==> src/hw/rtl/lfbs_pkg.sv <==
package lfbs_pkg;

    localparam int JOB_DEPTH_DEFAULT = 2;

    localparam logic [7:0] STUFF_MASK   = 8'h20;
    localparam logic [7:0] FLAG_RESET   = 8'h7E;
    localparam logic [7:0] ESCAPE_RESET = 8'h7D;

    localparam logic CMD_SUPERVISORY = 1'b0;
    localparam logic CMD_INFO        = 1'b1;

    localparam int CFG_INDEX_W = 1;
    localparam logic [CFG_INDEX_W-1:0] REG_FLAG   = 1'd0;
    localparam logic [CFG_INDEX_W-1:0] REG_ESCAPE = 1'd1;

    // byte slots of one job, in line order
    localparam int SLOT_OPEN      = 0;
    localparam int SLOT_ADDR      = 1;
    localparam int SLOT_CTRL      = 2;
    localparam int SLOT_HCHK      = 3;
    localparam int SLOT_DATA_ESC  = 4;
    localparam int SLOT_DATA      = 5;
    localparam int SLOT_CHECK_ESC = 6;
    localparam int SLOT_CHECK     = 7;
    localparam int SLOT_CLOSE     = 8;
    localparam int NUM_SLOTS      = 9;

    typedef logic [NUM_SLOTS-1:0] slot_mask_t;

    typedef struct packed {
        logic       command;
        logic [7:0] data_byte;
        logic [7:0] address_byte;
        logic [7:0] control_byte;
        logic       first_byte;
        logic       last_byte;
    } in_item_t;

    typedef struct packed {
        logic [7:0] out_byte;
        logic       run_end;
        logic       frame_end;
    } out_item_t;

    typedef struct packed {
        logic [7:0] flag_byte;
        logic [7:0] escape_byte;
    } cfg_t;

    // data and check already carry the xor when stuffed
    typedef struct packed {
        slot_mask_t slots;
        logic [7:0] address_byte;
        logic [7:0] control_byte;
        logic [7:0] data_val;
        logic [7:0] check_val;
    } job_t;

    typedef struct packed {
        logic active;
        logic take;
    } bk_status_t;

endpackage

==> src/hw/rtl/lfbs_front.sv <==
module lfbs_front (
    input  logic              clk,
    input  logic              rst_n,
    input  logic              accept,
    input  lfbs_pkg::in_item_t item,
    input  lfbs_pkg::cfg_t    cfg,
    output lfbs_pkg::job_t    job
);
    import lfbs_pkg::*;

    logic [7:0] check_reg, check_next;
    logic       inside_reg, inside_next;

    logic       hdr;
    logic [7:0] check_base;
    logic [7:0] new_check;
    logic       data_stuff;
    logic       check_stuff;

    always_comb
    begin
        hdr         = (item.command == CMD_SUPERVISORY) || item.first_byte || !inside_reg;
        check_base  = hdr ? 8'h00 : check_reg;
        new_check   = check_base ^ item.data_byte;
        data_stuff  = (item.data_byte == cfg.flag_byte) || (item.data_byte == cfg.escape_byte);
        check_stuff = (new_check == cfg.flag_byte) || (new_check == cfg.escape_byte);

        job.address_byte = item.address_byte;
        job.control_byte = item.control_byte;
        job.data_val     = data_stuff ? (item.data_byte ^ STUFF_MASK) : item.data_byte;
        job.check_val    = check_stuff ? (new_check ^ STUFF_MASK) : new_check;

        job.slots            = '0;
        job.slots[SLOT_OPEN] = hdr;
        job.slots[SLOT_ADDR] = hdr;
        job.slots[SLOT_CTRL] = hdr;
        job.slots[SLOT_HCHK] = hdr;
        if (item.command == CMD_SUPERVISORY)
        begin
            job.slots[SLOT_CLOSE] = 1'b1;
            check_next  = 8'h00;
            inside_next = 1'b0;
        end
        else
        begin
            job.slots[SLOT_DATA_ESC]  = data_stuff;
            job.slots[SLOT_DATA]      = 1'b1;
            job.slots[SLOT_CHECK_ESC] = item.last_byte && check_stuff;
            job.slots[SLOT_CHECK]     = item.last_byte;
            job.slots[SLOT_CLOSE]     = item.last_byte;
            check_next  = item.last_byte ? 8'h00 : new_check;
            inside_next = !item.last_byte;
        end
    end

    always_ff @(posedge clk or negedge rst_n)
    begin
        if (!rst_n)
        begin
            check_reg  <= 8'h00;
            inside_reg <= 1'b0;
        end
        else if (accept)
        begin
            check_reg  <= check_next;
            inside_reg <= inside_next;
        end
    end

endmodule

==> src/hw/rtl/lfbs_queue.sv <==
module lfbs_queue #(
    parameter int DEPTH = lfbs_pkg::JOB_DEPTH_DEFAULT
) (
    input  logic           clk,
    input  logic           rst_n,
    input  logic           push,
    input  lfbs_pkg::job_t push_job,
    output logic           full,
    input  logic           pop,
    output lfbs_pkg::job_t head_job,
    output logic           empty
);
    import lfbs_pkg::*;

    localparam int PW = (DEPTH > 1) ? $clog2(DEPTH) : 1;
    localparam int CW = $clog2(DEPTH + 1);
    localparam logic [PW-1:0] LAST_PTR = PW'(DEPTH - 1);
    localparam logic [CW-1:0] FULL_CNT = CW'(DEPTH);

    job_t          entries [DEPTH];
    logic [PW-1:0] wr_ptr_reg, rd_ptr_reg;
    logic [CW-1:0] count_reg, count_next;
    logic          do_push, do_pop;

    assign full     = (count_reg == FULL_CNT);
    assign empty    = (count_reg == '0);
    assign do_push  = push && !full;
    assign do_pop   = pop && !empty;
    assign head_job = entries[rd_ptr_reg];

    always_comb
    begin
        count_next = count_reg;
        if (do_push && !do_pop)
            count_next = count_reg + CW'(1);
        else if (do_pop && !do_push)
            count_next = count_reg - CW'(1);
    end

    always_ff @(posedge clk)
    begin
        if (do_push)
            entries[wr_ptr_reg] <= push_job;
    end

    always_ff @(posedge clk or negedge rst_n)
    begin
        if (!rst_n)
        begin
            wr_ptr_reg <= '0;
            rd_ptr_reg <= '0;
            count_reg  <= '0;
        end
        else
        begin
            count_reg <= count_next;
            if (do_push)
                wr_ptr_reg <= (wr_ptr_reg == LAST_PTR) ? '0 : wr_ptr_reg + PW'(1);
            if (do_pop)
                rd_ptr_reg <= (rd_ptr_reg == LAST_PTR) ? '0 : rd_ptr_reg + PW'(1);
        end
    end

endmodule

==> src/hw/rtl/lfbs_back.sv <==
module lfbs_back (
    input  logic                 clk,
    input  logic                 rst_n,
    input  lfbs_pkg::cfg_t       cfg,
    input  lfbs_pkg::job_t       head_job,
    input  logic                 head_empty,
    output lfbs_pkg::bk_status_t status,
    input  logic                 pop,
    output logic                 empty,
    output lfbs_pkg::out_item_t  pop_item
);
    import lfbs_pkg::*;

    job_t       job_reg;
    slot_mask_t slots_reg;
    slot_mask_t slots_after;
    logic       out_valid_reg;
    out_item_t  out_reg;

    logic       active;
    logic       adv;
    logic       take;
    logic [7:0] next_byte;
    logic       next_close;

    assign active      = |slots_reg;
    assign adv         = active && (!out_valid_reg || pop);
    // clear the lowest pending slot
    assign slots_after = slots_reg & (slots_reg - slot_mask_t'(1));
    assign take        = !head_empty && (!active || (adv && (slots_after == '0)));

    assign status.active = active;
    assign status.take   = take;
    assign empty         = !out_valid_reg;
    assign pop_item      = out_reg;

    always_comb
    begin
        next_close = 1'b0;
        priority if (slots_reg[SLOT_OPEN])
            next_byte = cfg.flag_byte;
        else if (slots_reg[SLOT_ADDR])
            next_byte = job_reg.address_byte;
        else if (slots_reg[SLOT_CTRL])
            next_byte = job_reg.control_byte;
        else if (slots_reg[SLOT_HCHK])
            next_byte = job_reg.address_byte ^ job_reg.control_byte;
        else if (slots_reg[SLOT_DATA_ESC])
            next_byte = cfg.escape_byte;
        else if (slots_reg[SLOT_DATA])
            next_byte = job_reg.data_val;
        else if (slots_reg[SLOT_CHECK_ESC])
            next_byte = cfg.escape_byte;
        else if (slots_reg[SLOT_CHECK])
            next_byte = job_reg.check_val;
        else
        begin
            next_byte  = cfg.flag_byte;
            next_close = 1'b1;
        end
    end

    always_ff @(posedge clk)
    begin
        if (take)
            job_reg <= head_job;
        if (adv)
        begin
            out_reg.out_byte  <= next_byte;
            out_reg.run_end   <= (slots_after == '0);
            out_reg.frame_end <= next_close;
        end
    end

    always_ff @(posedge clk or negedge rst_n)
    begin
        if (!rst_n)
        begin
            slots_reg     <= '0;
            out_valid_reg <= 1'b0;
        end
        else
        begin
            if (take)
                slots_reg <= head_job.slots;
            else if (adv)
                slots_reg <= slots_after;

            if (adv)
                out_valid_reg <= 1'b1;
            else if (pop)
                out_valid_reg <= 1'b0;
        end
    end

endmodule

==> src/hw/rtl/link_frame_builder_stuffer_core.sv <==
// Channel  Handshake          Payload
// -------  -----------------  ----------------------------------------
// input    push / full        push_item (in_item_t)
// result   pop / empty        pop_item (out_item_t)
// config   cfg_write_en       cfg_index, cfg_data (flag, escape)
//
// The byte sequencer sends one result byte per cycle while results are popped;
// an item causes 1 or 2 result bytes mid-frame, up to 9 for a one-byte frame.
// Items are classified on transfer and wait in a JOB_DEPTH job queue.
// Reset: flag 0x7E, escape 0x7D, no frame open, job queue and result register empty.
// A withheld pop stalls the sequencer; full rises only when the job queue fills.
module link_frame_builder_stuffer_core #(
    parameter int JOB_DEPTH = lfbs_pkg::JOB_DEPTH_DEFAULT
) (
    input  logic                             clk,
    input  logic                             rst_n,
    input  logic                             push,
    output logic                             full,
    input  lfbs_pkg::in_item_t               push_item,
    output logic                             empty,
    input  logic                             pop,
    output lfbs_pkg::out_item_t              pop_item,
    input  logic                             cfg_write_en,
    input  logic [lfbs_pkg::CFG_INDEX_W-1:0] cfg_index,
    input  logic [7:0]                       cfg_data
);
    import lfbs_pkg::*;

    cfg_t       cfg_reg;
    job_t       front_job;
    job_t       head_job;
    logic       q_empty;
    logic       accept;
    bk_status_t bk_status;

    assign accept = push && !full;

    always_ff @(posedge clk or negedge rst_n)
    begin
        if (!rst_n)
        begin
            cfg_reg.flag_byte   <= FLAG_RESET;
            cfg_reg.escape_byte <= ESCAPE_RESET;
        end
        else if (cfg_write_en)
        begin
            unique case (cfg_index)
                REG_FLAG:   cfg_reg.flag_byte   <= cfg_data;
                REG_ESCAPE: cfg_reg.escape_byte <= cfg_data;
            endcase
        end
    end

    lfbs_front u_front (
        .clk    (clk),
        .rst_n  (rst_n),
        .accept (accept),
        .item   (push_item),
        .cfg    (cfg_reg),
        .job    (front_job)
    );

    lfbs_queue #(
        .DEPTH (JOB_DEPTH)
    ) u_queue (
        .clk      (clk),
        .rst_n    (rst_n),
        .push     (push),
        .push_job (front_job),
        .full     (full),
        .pop      (bk_status.take),
        .head_job (head_job),
        .empty    (q_empty)
    );

    lfbs_back u_back (
        .clk        (clk),
        .rst_n      (rst_n),
        .cfg        (cfg_reg),
        .head_job   (head_job),
        .head_empty (q_empty),
        .status     (bk_status),
        .pop        (pop),
        .empty      (empty),
        .pop_item   (pop_item)
    );

`ifndef SYNTHESIS
    // closing flag is always the last byte of its item
    a_close_is_run_end: assert property (@(posedge clk) disable iff (!rst_n)
        (!empty && pop_item.frame_end) |-> pop_item.run_end)
        else $error("closing flag without run_end");

    a_close_is_flag: assert property (@(posedge clk) disable iff (!rst_n)
        (!empty && pop_item.frame_end) |-> (pop_item.out_byte == cfg_reg.flag_byte))
        else $error("closing byte differs from flag");

    // pending slots with a free output register must produce a byte
    a_no_idle_output: assert property (@(posedge clk) disable iff (!rst_n)
        (bk_status.active && empty) |=> !empty)
        else $error("sequencer stalled with free output");
`endif

endmodule

==> config.mk <==
export PLATFORM = sky130hd
export DESIGN_NAME = link_frame_builder_stuffer_core
export DESIGN_NICKNAME = d
export VERILOG_FILES = /design/src/hw/rtl/lfbs_pkg.sv /design/src/hw/rtl/lfbs_front.sv /design/src/hw/rtl/lfbs_queue.sv /design/src/hw/rtl/lfbs_back.sv /design/src/hw/rtl/link_frame_builder_stuffer_core.sv
export SDC_FILE = /design/constraint.sdc
export NUM_CORES = 1
export LEC_CHECK = 0
export ABC_AREA = 1
export BUFFER_PORTS_ARGS = -buffer_cell sky130_fd_sc_hd__buf_4
export CAP_MARGIN = 25
export CORE_MARGIN = 8
export CORE_UTILIZATION = 44
export CTS_CLUSTER_DIAMETER = 40
export DETAILED_ROUTE_END_ITERATION = 10
export PLACE_DENSITY = 0.67
export RECOVER_POWER = 50
export SLEW_MARGIN = 5
export SYNTH_ARGS = -nofsm -noshare
export SYNTH_HDL_FRONTEND = slang
export SYNTH_SLANG_ARGS = --single-unit
==> constraint.sdc <==
create_clock -name clk -period 4.35 [get_ports clk]
set_input_delay 0.435 -clock clk [delete_from_list [all_inputs] [get_ports clk]]
set_output_delay 0.435 -clock clk [all_outputs]
set_load 0.01 [all_outputs]
=== After elaboration in Yosys (flattened, before gate mapping) ===
Memory sizes are Yosys's and may differ from the RTL's.
Index checks and enable logic that the tools add are counted.
W data, S select, Z words.

* Flip-flop bits (word level): 81
* Memories: 1
* Output and inout bits: 12
* RAM bits: 82
* Input bits: 41

* Reduce and logical (&&, ||, !) cells: 31
* Eq/ne operators: 5
* Bitwise gates (word level): 7
* Multiplexer cells: 27
* Add/sub/neg operators: 5

{| class="wikitable"
|+ Memory list
! name !! depth !! width !! rd ports !! clocked after memory_dff !! write ports !! line !! source
|-
| u_queue.entries || 2 || 41 || 1 || 0 || 1 || lfbs_queue.sv:20 || <nowiki>job_t entries [DEPTH];</nowiki>
|}

{| class="wikitable"
|+ Operator list
! cell !! number
|-
| $mux W8 || 11
|-
| $eq A8 B8 Y1 || 4
|-
| $mux W9 || 2
|-
| $xor A8 B8 Y8 || 2
|-
| $mux W6 || 2
|-
| $and A9 B9 Y9 || 1
|-
| $logic_not A9 Y1 || 1
|-
| $mux W1 || 9
|-
| $reduce_or A9 Y1 || 1
|-
| $sub A9 B1 Y9 const B || 1
|-
| $logic_and A1 B1 Y1 || 8
|-
| $logic_not A1 Y1 || 8
|-
| $reduce_or A7 Y1 || 1
|-
| $logic_or A1 B1 Y1 || 6
|-
| $reduce_bool A2 Y1 || 3
|-
| $mux W2 || 2
|-
| $mux W4 || 1
|-
| $not A1 Y1 || 4
|-
| $reduce_and A2 Y1 || 2
|-
| $add A1 B1 Y1 const B || 2
|-
| $add A2 B1 Y2 const B || 1
|-
| $eq A2 B2 Y1 const B || 1
|-
| $logic_not A2 Y1 || 1
|-
| $sub A2 B1 Y2 const B || 1
|}

=== Logic depth before layout (Yosys ltp) ===
* Depth after elaboration: 10
* Depth in mapped cells: 14
* Gate-level depth less buffers: 12

=== By module ===
From an unflattened synthesis, not the netlist that was laid out.

* Cells, all modules: 809
* Area, all modules: 7,749.9 µm²

{| class="wikitable"
|+ Modules (own cells, without submodules)
! module !! area an instance (µm²) !! times used !! cells each !! sequential area each (µm²)
|-
| lfbs_queue || 3,228.1 || 1 || 246 || 2,562.5
|-
| lfbs_back || 2,468.6 || 1 || 247 || 1,511.4
|-
| lfbs_front || 1,380.1 || 1 || 244 || 225.2
|-
| link_frame_builder_stuffer_core || 673.1 || 1 || 72 || 415.4
|}

=== Worst setup path before layout ===
OpenSTA, ideal clock, no wires.

* Path type: reg2reg
* From: register u_queue.count_reg[1]
* To: memory u_queue.entries[1][0] in the netlist's numbering (enable)
* Data required time: 3.915 ns
* Arrival: 2.307 ns
* Buffers on the path: 0
* Cell stages (with the launch flop): 4
* Setup time: 0.435 ns
* Slack: 1.608 ns
* Clock period less this slack: 2.742 ns
* Cell sequence: dfrtp_1 inv_1 o21ai_0 nor2_1

* Cells in the longest elaborated chain, start to end: 5

{| class="wikitable"
|+ RTL lines
! what !! line !! source
|-
| from (decl) || lfbs_queue.sv:22 || <nowiki>logic [CW-1:0] count_reg, count_next;</nowiki>
|-
| from (signal assigned) || lfbs_queue.sv:56 || <nowiki>count_reg <= count_next;</nowiki>
|-
| $eq A2 B2 Y1 || lfbs_queue.sv:25 || <nowiki>assign full = (count_reg == FULL_CNT);</nowiki>
|-
| $logic_not A1 Y1 || lfbs_queue.sv:27 || <nowiki>assign do_push = push && !full;</nowiki>
|-
| $logic_and A1 B1 Y1 || lfbs_queue.sv:27 ||
|-
| $mux W1 || lfbs_queue.sv:42 || <nowiki>if (do_push)</nowiki>
|-
| $mux W1 (not written as such) || lfbs_queue.sv:43 || <nowiki>entries[wr_ptr_reg] <= push_job;</nowiki>
|-
| to (decl) || lfbs_queue.sv:20 ||
|}

Every way passes these cells.

=== Final worst setup path ===
* From: register u_back.slots_reg[0]
* To: register u_queue.count_reg[1]

* Cells in the longest elaborated chain, start to end: 10
* Elaborated cells on any way between the ends: 15

{| class="wikitable"
|+ RTL lines
! what !! line !! source
|-
| from (decl) || lfbs_back.sv:15 || <nowiki>slot_mask_t slots_reg;</nowiki>
|-
| from (signal assigned) || lfbs_back.sv:85 || <nowiki>slots_reg <= head_job.slots;</nowiki>
|-
| from (signal assigned) || lfbs_back.sv:87 || <nowiki>slots_reg <= slots_after;</nowiki>
|-
| $sub A9 B1 Y9 || lfbs_back.sv:29 || <nowiki>assign slots_after = slots_reg & (slots_reg - slot_mask_t'(1));</nowiki>
|-
| $and A9 B9 Y9 || lfbs_back.sv:29 ||
|-
| $logic_not A9 Y1 || lfbs_back.sv:30 || <nowiki>assign take = !head_empty && (!active || (adv && (slots_after == '0)));</nowiki>
|-
| $logic_and A1 B1 Y1 || lfbs_back.sv:30 ||
|-
| $logic_or A1 B1 Y1 * || lfbs_back.sv:30 ||
|-
| $logic_and A1 B1 Y1 * || lfbs_back.sv:30 ||
|-
| $logic_and A1 B1 Y1 * || lfbs_queue.sv:28 || <nowiki>assign do_pop = pop && !empty;</nowiki>
|-
| $logic_not A1 Y1 || lfbs_queue.sv:34 || <nowiki>if (do_push && !do_pop)</nowiki>
|-
| $logic_and A1 B1 Y1 || lfbs_queue.sv:34 ||
|-
| $mux W2 or $reduce_bool A2 Y1 (tied branches) || n/a ||
|}

Every way passes the cells marked *; elsewhere a longest branch is shown, timed or not.
A chain may end at the register's enable or synchronous reset.

==> results.json <==
{
  "status": "finished with violations",
  "violations": "capacitance limit, slew limit",
  "end_kind": "register",
  "hold_slack_ns": 0.213,
  "placed_area_sq_um": 7700,
  "gp_congestion": 0.919,
  "rsz0062_at_grt": "false",
  "insertion_delay_ns": 0.43,
  "cts_root_buffer": "clkbuf_16",
  "ant_nets": 0,
  "fin_worst_skew_ns": 0.00781,
  "max-vdd-ir-drop_uv": 349,
  "max_cap_viol_count": 1,
  "leakage_uw": 0.00331,
  "via_count": 4874,
  "grt_pass1_wl_um": 25800,
  "cp_max_fo": 11,
  "fin_nets": 765,
  "grt_remaining_overflow": 0,
  "grt.total_usage_pct": 16.9,
  "path_cells": "nor2_4 > nand2_1 > inv_2 > nand3_1 > nand2_1 > nand4_1 > nand2_2 > nand2_2 > ha_1 > a21oi_1 > o21ai_0 > xor2_1",
  "htree_levels": 4,
  "ys_seq_area_share_pct": 64.6,
  "cts_tree": "done",
  "worstPathBufferInverterCount": 1,
  "async_flop_share_pct": 24.8,
  "ff2ff_path_depth": 12,
  "fin_setup_tns_ns": 0,
  "first_pass_iters": 5,
  "required_ns": 4.65,
  "clk_pin_slew_worst_paths_ns": 0.06,
  "drt-initial-drc-count": 438,
  "synth-seq-cells": 157,
  "worst_pin_slew_ns": 2.26,
  "ctsLongestPathBuffers": 2,
  "start_kind": "register",
  "io_buffer_count": 52,
  "ys_top_cells_by_area": "edfxtp_1 50%, nand2_1 11%, dfrtp_1 9.6%",
  "drc_errors": 0,
  "wl_per_cell_um": 17.1,
  "syn_area_sq_um": 7020,
  "endpoint": "u_queue.count_reg[1]",
  "synth_common_cells": "209 x nand2_1, 118 x edfxtp_1, 57 x inv_1, 41 x o21ai_0, 32 x nand3_1",
  "die_x_um": 142,
  "synth-edff-count": 118,
  "synth_cells": 665,
  "routed_wl_um": 16300,
  "antenna_cells": 0,
  "fp.dieH_um": 142,
  "power.density_nw_per_um2": 703,
  "ys.flop_type": "edfxtp_1",
  "routed_via_density": 5.12,
  "grt_start_max_net_pins": 40,
  "start_util_pct": 44.5,
  "synth_most_common_cell": "nand2_1",
  "reg2reg_from": "u_back.slots_reg[0]",
  "worstSetupStartpoint": "u_back.slots_reg[0]",
  "r2r-end": "u_queue.count_reg[1]",
  "cp_top_family": "simple AND/OR/NAND/NOR gates",
  "hold_class": "primary input to register",
  "areaGrowthSynthToFinish_pct": 16.0,
  "fin_util_pct": 51.7,
  "cp.arrival_ns": 2.86,
  "crit_slowest_cell": "dfrtp_1",
  "synth.distinct_cells": 37,
  "finalHoldViolCount": 0,
  "dieArea_sq_um": 20300,
  "syn-num-nets": 707,
  "timing.fmax_mhz": 390,
  "core_area_sq_um": 15800,
  "yosys.area.top_type": "edfxtp_1",
  "numCtsBuffers": 17,
  "io_pins": 53,
  "dp_hpwl_um": 11500,
  "grt_antenna_before_repair": 0,
  "largest_register_ffs": 76,
  "critical_path_class": "register to register",
  "final.period_utilization_pct": 58.9,
  "worst_path_largest_cell_delay_ns": 0.50,
  "yosysTopAreaCellShare_pct": 50.4,
  "cts_sinks": 157,
  "fin_area_sq_um": 8150,
  "post-route-min-period_ns": 2.56,
  "grt_pass1_vias": 4854,
  "place_ws_ns": 1.85,
  "slew_violations": 40,
  "rows": 46,
  "setup_slack_ns": 1.79,
  "max_slew_margin_pct": -51.0,
  "drive_above_1_share_pct": 10.5,
  "rrSetupSlack_ns": 1.79,
  "cp.depth": 12,
  "setup_viol": 0,
  "ys_warn_count": 0,
  "syn_avg_cell_area_sq_um": 10.6
}
## per-layer routing
layer	global-route usage, %	share of wire (%)	vias up
met3	4.19	4.8	35
li1	-	-	2354
met1	20.9	44	2338
met2	27.3	48	147
met5	0	0	-
met4	8.45	2.7	0
## worst min-delay path by stage
stage / slack [ns] / cells after the start / from / end
6_report: 0.21 / 1 / push_item[10] / u_queue.entries[0][24]
5_1_grt: 0.20 / 1 / push_item[16] / u_queue.entries[0][30]
4_1_cts: 0.17 / 1 / push_item[2] / u_queue.entries[1][16]
3_5_place_dp: 0.45 / 1 / rst_n / u_front.check_reg[1]
3_3_place_gp: 0.44 / 1 / rst_n / u_front.check_reg[1]
2_1_floorplan: 0.14 / 0 / rst_n / cfg_reg[15]
## logic make-up (layout without fill, tap and decap cells)
logic type,Yosys count,in the layout,synth area share (%)
xor+xnor,43,43,5.36
simple gates,295,295,18.2
buf+inv,79,150,4.44
flops,157,157,64.6
compound gates,90,90,7.32
fa+ha+maj,1,1,0.178
## through the flow
stage               total power [uW]  std cells
floorplan                       3660        665
global route                    6060        952
global placement                4210        916
CTS                             5830        952
detailed placement              4330        919
finish                          5730        952
## repair_timing
action	CTS	global route
hold buffers	1	0
resized for setup	0	0
setup buffers	0	0
hold endpoints to repair	22	0
## cell usage in the layout, fill, tap and decap left out, types with 3 or more instances in the layout
cell | synthesis | final
nand2_1 | 209 | 209
edfxtp_1 | 118 | 118
inv_1 | 57 | 57
o21ai_0 | 41 | 41
nand3_1 | 32 | 33
clkbuf_1 | 13 | 30
nor2_1 | 25 | 29
dfrtp_1 | 27 | 27
xnor2_1 | 22 | 22
xor2_1 | 21 | 21
clkbuf_16 | 0 | 17
buf_4 | 1 | 15
a21oi_1 | 14 | 14
clkbuf_4 | 0 | 13
o211ai_1 | 10 | 10
o22ai_1 | 10 | 10
dfstp_1 | 0 | 10
a31oi_1 | 5 | 5
clkinvlp_4 | 0 | 5
nor2_4 | 7 | 4
nor3_1 | 4 | 4
nor4_1 | 4 | 4
inv_2 | 3 | 3
o21ai_1 | 3 | 3
nor2_2 | 4 | 3
nand2_2 | 3 | 3
bufinv_16 | 0 | 3
## power breakdown
| part | switching [uW] | internal (uW) |
|---|---|---|
| registers | 254 | 2250 |
| clock network | 576 | 917 |
| logic | 1200 | 541 |
| total | 2030 | 3700 |
## worst register-to-register path, stage by stage (launching register included)
cell and delay (ns):
dfrtp_1 0.50, nor2_4 0.33, nand2_1 0.22, inv_2 0.12
nand3_1 0.07, nand2_1 0.11, nand4_1 0.12, nand2_2 0.17
nand2_2 0.09, ha_1 0.31, a21oi_1 0.12, o21ai_0 0.11
xor2_1 0.15
## area by class of cell
| type | count | area, sq um |
|---|---|---|
| Clock buffer | 22 | 454 |
| Multi-Input combinational cell | 429 | 2140 |
| Timing Repair Buffer | 58 | 385 |
| Fill cell | 1435 | 7620 |
| Clock inverter | 10 | 141 |
| Inverter | 60 | 225 |
| Tap cell | 216 | 270 |
| Sequential cell | 157 | 4530 |
Note: power is estimated with default switching activity, not from simulation.
